==> src/rtl/itp_pkg.sv <==
// Shared types, constants and character classification for the infix to
// postfix converter. No dependencies; imported by every module of the block but itp_ram.
package itp_pkg;

  // Default number of entries on the operator stack
  localparam int unsigned STACK_DEPTH_DEF = 16;

  localparam int unsigned SYM_W = 8;

  // Characters with a role of their own
  localparam logic [SYM_W-1:0] CH_POW   = 8'h5E; // '^'
  localparam logic [SYM_W-1:0] CH_MUL   = 8'h2A; // '*'
  localparam logic [SYM_W-1:0] CH_DIV   = 8'h2F; // '/'
  localparam logic [SYM_W-1:0] CH_ADD   = 8'h2B; // '+'
  localparam logic [SYM_W-1:0] CH_SUB   = 8'h2D; // '-'
  localparam logic [SYM_W-1:0] CH_OPEN  = 8'h28; // '('
  localparam logic [SYM_W-1:0] CH_CLOSE = 8'h29; // ')'
  localparam logic [SYM_W-1:0] CH_NONE  = 8'h00; // payload of the end marker

  // One word towards the output stage
  typedef struct packed {
    logic [SYM_W-1:0] sym;
    logic             sym_valid;
    logic             last;
    logic             ovf;
  } emit_t;

  // Operator binding strength: 3 power, 2 multiply/divide, 1 add/subtract
  function automatic logic [1:0] prec(input logic [SYM_W-1:0] c);
    logic [1:0] p;
    case (c)
      CH_POW:         p = 2'd3;
      CH_MUL, CH_DIV: p = 2'd2;
      CH_ADD, CH_SUB: p = 2'd1;
      default:        p = 2'd0;
    endcase
    return p;
  endfunction

  // ASCII letter, either case
  function automatic logic is_letter(input logic [SYM_W-1:0] c);
    return (c inside {[8'h41:8'h5A], [8'h61:8'h7A]});
  endfunction

endpackage

==> src/rtl/infix_to_postfix_converter.sv <==
// Top level of the infix to postfix converter: sequencer, stack RAM and
// output register. Depends on itp_pkg, itp_ram, itp_seq and itp_outbuf.
//
// Takes one ASCII character per input word and returns the postfix form as a
// stream of words, closed by a marker word (tlast high, symbol_valid low)
// once the character flagged with tlast has been handled and the stack
// flushed. Letters go straight through; brackets and the operators ^ * / + -
// follow the shunting-yard rules, all left-associative, and any other
// character is an operator of lowest precedence. The operator stack lives in
// a synchronous RAM of STACK_DEPTH entries; a push onto a full stack is
// dropped and sets the overflow bit (tuser[1]) until the marker has gone out.
// Per character: a letter or '(' is handled when it is taken, while ')' or an
// operator goes through the loop that examines the top, where every symbol
// popped waits for the registered stack RAM read (the walk ends early on an
// empty stack); the last character then flushes the stack the same way and
// sends the marker. A new character is only taken while the output register can
// accept a word; after that, output back-pressure stalls the sequencer only
// when a word has to be emitted.
module infix_to_postfix_converter
  import itp_pkg::*;
#(
  parameter int unsigned STACK_DEPTH = STACK_DEPTH_DEF
) (
  input  logic             clk_i,
  input  logic             rst_ni,
  input  logic             s_axis_tvalid,
  output logic             s_axis_tready,
  input  logic [SYM_W-1:0] s_axis_tdata,  // symbol
  input  logic             s_axis_tlast,  // end_of_expr
  output logic             m_axis_tvalid,
  input  logic             m_axis_tready,
  output logic [SYM_W-1:0] m_axis_tdata,  // out_symbol
  output logic [1:0]       m_axis_tuser,  // [0] symbol_valid, [1] overflow
  output logic             m_axis_tlast   // last
);

  localparam int unsigned AW = $clog2(STACK_DEPTH);

  logic             emit_valid;
  emit_t            emit;
  logic             emit_ready;
  logic             wr_en;
  logic [AW-1:0]    wr_addr;
  logic [SYM_W-1:0] wr_data;
  logic             rd_en;
  logic [AW-1:0]    rd_addr;
  logic [SYM_W-1:0] rd_data;

  itp_seq #(
    .STACK_DEPTH(STACK_DEPTH)
  ) u_seq (
    .clk_i        (clk_i),
    .rst_ni       (rst_ni),
    .s_axis_tvalid(s_axis_tvalid),
    .s_axis_tready(s_axis_tready),
    .s_axis_tdata (s_axis_tdata),
    .s_axis_tlast (s_axis_tlast),
    .emit_valid_o (emit_valid),
    .emit_o       (emit),
    .emit_ready_i (emit_ready),
    .wr_en_o      (wr_en),
    .wr_addr_o    (wr_addr),
    .wr_data_o    (wr_data),
    .rd_en_o      (rd_en),
    .rd_addr_o    (rd_addr),
    .rd_data_i    (rd_data)
  );

  itp_ram #(
    .Width(SYM_W),
    .Depth(STACK_DEPTH)
  ) u_stack (
    .clk_i    (clk_i),
    .wr_en_i  (wr_en),
    .wr_addr_i(wr_addr),
    .wr_data_i(wr_data),
    .rd_en_i  (rd_en),
    .rd_addr_i(rd_addr),
    .rd_data_o(rd_data)
  );

  itp_outbuf u_outbuf (
    .clk_i        (clk_i),
    .rst_ni       (rst_ni),
    .emit_valid_i (emit_valid),
    .emit_i       (emit),
    .emit_ready_o (emit_ready),
    .m_axis_tvalid(m_axis_tvalid),
    .m_axis_tready(m_axis_tready),
    .m_axis_tdata (m_axis_tdata),
    .m_axis_tuser (m_axis_tuser),
    .m_axis_tlast (m_axis_tlast)
  );

endmodule

==> src/rtl/itp_ram.sv <==
// Generic single-port-write, single-port-read RAM with a registered read.
// No dependencies; holds the operator stack.
module itp_ram #(
  parameter int unsigned Width = 8,
  parameter int unsigned Depth = 16
) (
  input  logic                     clk_i,
  input  logic                     wr_en_i,
  input  logic [$clog2(Depth)-1:0] wr_addr_i,
  input  logic [Width-1:0]         wr_data_i,
  input  logic                     rd_en_i,
  input  logic [$clog2(Depth)-1:0] rd_addr_i,
  output logic [Width-1:0]         rd_data_o
);

  logic [Width-1:0] mem_q [Depth];
  logic [Width-1:0] rd_data_q;

  // Write port
  always_ff @(posedge clk_i) begin
    if (wr_en_i) begin
      mem_q[wr_addr_i] <= wr_data_i;
    end
  end

  // Read port: hold the last word until the next read
  always_ff @(posedge clk_i) begin
    if (rd_en_i) begin
      rd_data_q <= mem_q[rd_addr_i];
    end
  end

  assign rd_data_o = rd_data_q;

endmodule

==> src/rtl/itp_outbuf.sv <==
// Output register between the sequencer and the master-side stream.
// Depends on itp_pkg for the emit_t word.
module itp_outbuf
  import itp_pkg::*;
(
  input  logic             clk_i,
  input  logic             rst_ni,
  input  logic             emit_valid_i,
  input  emit_t            emit_i,
  output logic             emit_ready_o,
  output logic             m_axis_tvalid,
  input  logic             m_axis_tready,
  output logic [SYM_W-1:0] m_axis_tdata,  // out_symbol
  output logic [1:0]       m_axis_tuser,  // [0] symbol_valid, [1] overflow
  output logic             m_axis_tlast   // last
);

  logic  valid_q;
  emit_t word_q;

  assign emit_ready_o = !valid_q || m_axis_tready;

  // Hold a word until the sink takes it
  always_ff @(posedge clk_i or negedge rst_ni) begin
    if (!rst_ni) begin
      valid_q <= 1'b0;
    end else if (emit_ready_o) begin
      valid_q <= emit_valid_i;
    end
  end

  always_ff @(posedge clk_i) begin
    if (emit_ready_o && emit_valid_i) begin
      word_q <= emit_i;
    end
  end

  assign m_axis_tvalid = valid_q;
  assign m_axis_tdata  = word_q.sym;
  assign m_axis_tuser  = {word_q.ovf, word_q.sym_valid};
  assign m_axis_tlast  = word_q.last;

endmodule

==> src/rtl/itp_seq.sv <==
// Shunting-yard sequencer: classifies each character and walks the operator
// stack held in RAM. Depends on itp_pkg and drives one itp_ram instance.
module itp_seq
  import itp_pkg::*;
#(
  parameter int unsigned STACK_DEPTH = STACK_DEPTH_DEF
) (
  input  logic                           clk_i,
  input  logic                           rst_ni,
  input  logic                           s_axis_tvalid,
  output logic                           s_axis_tready,
  input  logic [SYM_W-1:0]               s_axis_tdata,
  input  logic                           s_axis_tlast,
  output logic                           emit_valid_o,
  output emit_t                          emit_o,
  input  logic                           emit_ready_i,
  output logic                           wr_en_o,
  output logic [$clog2(STACK_DEPTH)-1:0] wr_addr_o,
  output logic [SYM_W-1:0]               wr_data_o,
  output logic                           rd_en_o,
  output logic [$clog2(STACK_DEPTH)-1:0] rd_addr_o,
  input  logic [SYM_W-1:0]               rd_data_i
);

  localparam int unsigned AW = $clog2(STACK_DEPTH);
  localparam int unsigned CW = $clog2(STACK_DEPTH + 1);
  localparam logic [CW-1:0] FULL = CW'(STACK_DEPTH);

  typedef enum logic [1:0] {ST_IDLE, ST_TOP, ST_EVAL, ST_END} state_e;
  typedef enum logic [1:0] {MD_CLOSE, MD_OPER, MD_FLUSH} mode_e;

  state_e           state_q, state_d;
  mode_e            mode_q, mode_d;
  logic [SYM_W-1:0] sym_q, sym_d;
  logic             end_q, end_d;
  logic [CW-1:0]    count_q, count_d;
  logic             ovf_q, ovf_d;

  logic [CW-1:0]    count_m1;
  logic             push;
  logic [SYM_W-1:0] push_sym;
  logic             pop_top;

  assign count_m1  = count_q - 1'b1;
  assign rd_addr_o = count_m1[AW-1:0];
  assign wr_addr_o = count_q[AW-1:0];
  assign wr_data_o = push_sym;
  assign wr_en_o   = push && (count_q != FULL);

  // Decide whether the symbol read from the top leaves the stack
  always_comb begin
    case (mode_q)
      MD_FLUSH: pop_top = 1'b1;
      MD_CLOSE: pop_top = (rd_data_i != CH_OPEN);
      MD_OPER:  pop_top = (prec(sym_q) <= prec(rd_data_i));
      default:  pop_top = 1'b0;
    endcase
  end

  // Next state, stack traffic and output words
  always_comb begin
    state_d       = state_q;
    mode_d        = mode_q;
    sym_d         = sym_q;
    end_d         = end_q;
    count_d       = count_q;
    ovf_d         = ovf_q;
    push          = 1'b0;
    push_sym      = sym_q;
    rd_en_o       = 1'b0;
    s_axis_tready = 1'b0;
    emit_valid_o  = 1'b0;
    emit_o        = '{sym: rd_data_i, sym_valid: 1'b1, last: 1'b0, ovf: ovf_q};

    case (state_q)
      ST_IDLE: begin
        s_axis_tready = emit_ready_i;
        if (s_axis_tvalid && emit_ready_i) begin
          sym_d   = s_axis_tdata;
          end_d   = s_axis_tlast;
          mode_d  = MD_OPER;
          state_d = ST_END;
          if (is_letter(s_axis_tdata)) begin
            emit_valid_o = 1'b1;
            emit_o.sym   = s_axis_tdata;
          end else if (s_axis_tdata == CH_OPEN) begin
            push     = 1'b1;
            push_sym = s_axis_tdata;
          end else if (s_axis_tdata == CH_CLOSE) begin
            mode_d  = MD_CLOSE;
            state_d = ST_TOP;
          end else begin
            state_d = ST_TOP;
          end
        end
      end
      ST_TOP: begin
        if (count_q == '0) begin
          push    = (mode_q == MD_OPER);
          state_d = ST_END;
        end else begin
          rd_en_o = 1'b1;
          state_d = ST_EVAL;
        end
      end
      ST_EVAL: begin
        if (pop_top) begin
          emit_valid_o = 1'b1;
          if (emit_ready_i) begin
            count_d = count_m1;
            state_d = ST_TOP;
          end
        end else if (mode_q == MD_CLOSE) begin
          // drop the matching open bracket
          count_d = count_m1;
          state_d = ST_END;
        end else begin
          push    = 1'b1;
          state_d = ST_END;
        end
      end
      ST_END: begin
        if (!end_q) begin
          state_d = ST_IDLE;
        end else if (mode_q != MD_FLUSH) begin
          mode_d  = MD_FLUSH;
          state_d = ST_TOP;
        end else begin
          emit_valid_o = 1'b1;
          emit_o       = '{sym: CH_NONE, sym_valid: 1'b0, last: 1'b1, ovf: ovf_q};
          if (emit_ready_i) begin
            ovf_d   = 1'b0;
            state_d = ST_IDLE;
          end
        end
      end
      default: state_d = ST_IDLE;
    endcase

    // Push, or flag a dropped push on a full stack
    if (push) begin
      if (count_q == FULL) begin
        ovf_d = 1'b1;
      end else begin
        count_d = count_q + 1'b1;
      end
    end
  end

  always_ff @(posedge clk_i or negedge rst_ni) begin
    if (!rst_ni) begin
      state_q <= ST_IDLE;
      mode_q  <= MD_OPER;
      end_q   <= 1'b0;
      count_q <= '0;
      ovf_q   <= 1'b0;
      sym_q   <= '0;
    end else begin
      state_q <= state_d;
      mode_q  <= mode_d;
      end_q   <= end_d;
      count_q <= count_d;
      ovf_q   <= ovf_d;
      sym_q   <= sym_d;
    end
  end

  // The stack never holds more entries than it has
  a_count_bound: assert property (@(posedge clk_i) disable iff (!rst_ni)
    count_q <= FULL) else $error("stack count beyond depth");

  // The end marker only goes out once the stack is empty
  a_marker_empty: assert property (@(posedge clk_i) disable iff (!rst_ni)
    (emit_valid_o && emit_o.last) |-> (count_q == '0))
    else $error("end marker with symbols left on the stack");

  // A popped word takes exactly one entry off the stack
  a_pop_step: assert property (@(posedge clk_i) disable iff (!rst_ni)
    (state_q == ST_EVAL && emit_valid_o && emit_ready_i)
      |=> (count_q == $past(count_m1)))
    else $error("pop did not shrink the stack by one");

  // A stack read never shares a cycle with a stack write
  a_no_rw_overlap: assert property (@(posedge clk_i) disable iff (!rst_ni)
    rd_en_o |-> !wr_en_o) else $error("stack read and write in one cycle");

endmodule
==> config.mk <==
export PLATFORM = sky130hd
export DESIGN_NAME = infix_to_postfix_converter
export DESIGN_NICKNAME = d
export VERILOG_FILES = /design/src/rtl/itp_pkg.sv /design/src/rtl/infix_to_postfix_converter.sv /design/src/rtl/itp_ram.sv /design/src/rtl/itp_outbuf.sv /design/src/rtl/itp_seq.sv
export SDC_FILE = /design/constraint.sdc
export NUM_CORES = 1
export LEC_CHECK = 0
export BUFFER_PORTS_ARGS = -buffer_cell sky130_fd_sc_hd__buf_2
export CAP_MARGIN = 20
export CORE_UTILIZATION = 40
export DETAILED_ROUTE_END_ITERATION = 10
export GPL_ROUTABILITY_DRIVEN = 0
export HOLD_SLACK_MARGIN = 0.05
export REMOVE_ABC_BUFFERS = 1
export SLEW_MARGIN = 0
export SYNTH_ARGS = -nofsm -noshare
export SYNTH_HDL_FRONTEND = slang
export SYNTH_SLANG_ARGS = --single-unit
==> constraint.sdc <==
create_clock -name clk_i -period 4.3 [get_ports clk_i]
set_input_delay 0.86 -clock clk_i [delete_from_list [all_inputs] [get_ports clk_i]]
set_output_delay 0.86 -clock clk_i [all_outputs]
set_load 0.02 [all_outputs]
==> out/metrics.yaml <==
status: "completed"
detail-route-antenna-nets: 0
cp.arrival_ps: 3850
synth-seq-cells: 167
hpwlAfterDp_um: 10700
grt_usage: 0.190
synth-xor-area-share: 0.00966
multiInputGateArea_um2: 2210
finalCriticalPeriod_ps: 3790
pre_cts_slack_ps: 590
fmax_mhz: 264
pin_count: 26
die_h_um: 137
worstPathRequired_ps: 4360
die-width_um: 137
slew_headroom: 0.368
area_growth_pct: 13.8
synth_compound_area_frac: 0.0526
route.detailed.drc: 0
antenna_found_initial: 0
cts_sinks: 167
clock_latency_ps: 430
cts-hold-fix-buffers: 0
vias_per_cell: 5.69
syn_area_um2: 7250
synthDistinctLibCells: 61
post_cts_buffers: 0
holdCritPathClass: "input pin to asynchronous set/reset pin"
irDropWorstVdd_mv: 0.360
p_switching_w: 0.00205
n_antenna_cell: 0
fp-row-count: 48
setup_viol: 0
htree_num_levels: 4
nFillCells: 1468
yosys.area_share.simple: 0.0939
start_kind: "flip-flop"
synth-edff-count: 147
grt_overflow: 0
wl_per_cell_um: 22.8
grt_pass1_vias: 4014
finalWirelength_um: 16000
synthAdderAreaFrac: 0.0190
drive_gt1_frac: 0.226
fin_setup_tns_ps: 0
start_util: 0.415
vias: 3994
power.leakage_nw: 2.84
seqCellArea_um2: 4920
end_kind: "flip-flop"
p_int_w: 0.00405
finalHoldViolCount: 0
critical_path_class: "flip-flop to flip-flop"
combPwrFrac: 0.343
synth_area_per_cell_um2: 16.9
cts_tree: "yes"
rsz0062_at_grt: "false"
synth_top_family_by_area: "multiplexers"
dieArea_um2: 18700
p_per_area_nw_per_um2: 739
final_nets: 489
synth-async-reset-ratio: 0.120
power.share.clock: 0.264
worstPathMaxFanout: 8
fin_worst_skew_ps: 10.4
ys.flop_type: "edfxtp_1"
yosysWarnings: 0
muxShareOfSynthArea: 0.129
cts_root_buf: "clkbuf_16"
cap_violations: 0
final.setup.worst_slack_ps: 512
grt_max_degree: 37
cts_buffers: 17
postCtsResizedCells: 0
synth_seq_area_share: 0.678
clock_path_buffers: 2
switching_share: 0.336
core-area_um2: 17500
io_buffers: 25
worst_pin_slew_ps: 947
grt_pass1_wl_um: 24600
synthCells: 428
seqPwrFrac: 0.393
slew_viol_final: 0
drt_iter0_markers: 279
period_share: 0.881
dr.pass1.iters: 5
cts.clk_slew.worst_paths_ps: 60
layout by cell type, fill, tap and decap left out, drive strengths merged, types with 5 or more instances in the layout:
cell type,count
edfxtp,147
nand2,43
mux4,40
buf,30
nor2,26
inv,20
dfrtp,19
clkbuf,17
a21oi,12
ha,11
and2,9
o21ai,8
nand3,8
xnor2,7
a221oi,6
nor3,6
nand2b,5
state kept, by name (all words and copies together), names as in the netlist:
register                flops
u_seq.ovf_q                 1
u_seq.state_q               2
u_seq.count_q               5
u_outbuf.m_axis_tvalid      1
u_stack.mem_q             128
u_outbuf.m_axis_tuser       2
u_seq.sym_q                 8
u_stack.rd_data_o           8
u_seq.mode_q                2
u_outbuf.m_axis_tdata       8
u_outbuf.m_axis_tlast       1
u_seq.end_q                 1
cells by family after synthesis:
logic type	after synthesis
xor gates and xnor gates	8
AOI/OAI and AO/OA	50
adders and majority gates	11
muxes	41
and+or+nand+nor	123
buffers and inverters	28
DFF	167
power by group through the flow:
stage                     combinational [W]  sequential [W]  clock, W
after floorplan                     0.00136         0.00247         0
after global placement              0.00211         0.00241         0
after detailed placement            0.00213         0.00242         0
after CTS                           0.00214         0.00239   0.00164
after global routing                0.00227         0.00242   0.00171
final                               0.00209         0.00239   0.00161
final timing paths:
path                                                startpoint                            endpoint  slack [ps]  cells past startpoint
worst max register to register  u_stack.rd_data_o[4]$_DFFE_PP_       u_stack.mem_q[1][4]$_DFFE_PP_         510                     11
max in group asynchronous                               rst_ni         u_seq.mode_q[0]$_DFFE_PN1P_        3560                      1
worst min register to register           u_seq.ovf_q$_DFF_PN0_  u_outbuf.m_axis_tuser[1]$_DFFE_PP_         500                      0
worst min-delay path                                    rst_ni          u_seq.sym_q[6]$_DFFE_PN0P_         380                      1
min in group clk_i                       u_seq.ovf_q$_DFF_PN0_  u_outbuf.m_axis_tuser[1]$_DFFE_PP_         500                      0
worst max-delay path            u_stack.rd_data_o[4]$_DFFE_PP_       u_stack.mem_q[1][4]$_DFFE_PP_         510                     11
area by class of cell:
cell class | instances | share of cell area
flip-flops and latches | 167 | 0.596
multi-input cells | 233 | 0.267
clock buffers | 17 | 0.0516
well taps | 225 | 0.0341
clock inverters | 14 | 0.0240
repair buffers | 30 | 0.0197
inverters | 16 | 0.00728
worst max-delay path: stages (launching register included):
cell	delay (ps)
edfxtp_1	450
nor4b_2	450
nand2_1	100
a21oi_1	150
a31oi_1	50
or3_1	330
ha_1	320
nor2b_1	290
o31ai_2	140
o221ai_4	290
nand2_1	280
nor2_1	580
metal layers:
| metal | track usage | vias up | part of all wire |
|---|---|---|---|
| met3 | 0.0504 | 27 | 0.052 |
| met2 | 0.290 | 129 | 0.48 |
| met1 | 0.254 | 2063 | 0.44 |
| met5 | 0 | - | 0 |
| li1 | - | 1775 | - |
| met4 | 0.0870 | 0 | 0.030 |
per-stage QoR:
step | cells | utilization | cell area [um^2] | power (W) | hold WS [ps]
floorplan | 416 | - | 7180 | 0.00383 | 419
global placement | 671 | 0.436 | 7630 | 0.00452 | 489
detailed placement | 671 | 0.436 | 7630 | 0.00455 | 483
CTS | 702 | 0.472 | 8250 | 0.00616 | 393
global route | 702 | 0.472 | 8250 | 0.00640 | 410
finish | 702 | 0.472 | 8250 | 0.00610 | 381
cell usage after synthesis, drive strengths merged (2+ instances only):
| cell type | count | area share |
|---|---|---|
| nand2 | 43 | 0.023 |
| o21ai | 8 | 0.0055 |
| a21boi | 2 | 0.0021 |
| nor4 | 2 | 0.0038 |
| nand3 | 8 | 0.0062 |
| dfrtp | 19 | 0.066 |
| o31ai | 2 | 0.0028 |
| buf | 6 | 0.0064 |
| o211ai | 2 | 0.0021 |
| a221oi | 6 | 0.0072 |
| a31oi | 3 | 0.0026 |
| a21oi | 12 | 0.0083 |
| edfxtp | 147 | 0.61 |
| clkbuf | 6 | 0.0031 |
| mux4 | 40 | 0.13 |
| nand3b | 4 | 0.0041 |
| xnor2 | 7 | 0.0085 |
| and2 | 9 | 0.0078 |
| nand2b | 5 | 0.0043 |
| nor3 | 6 | 0.0057 |
| nor4b | 3 | 0.0053 |
| nand4b | 4 | 0.0069 |
| inv | 16 | 0.0083 |
| ha | 11 | 0.019 |
| a41oi | 2 | 0.0035 |
| or3 | 2 | 0.0017 |
| or2b | 3 | 0.0031 |
| nor2b | 4 | 0.0035 |
| nor2 | 26 | 0.013 |
Power figures use the tool's default switching activity.
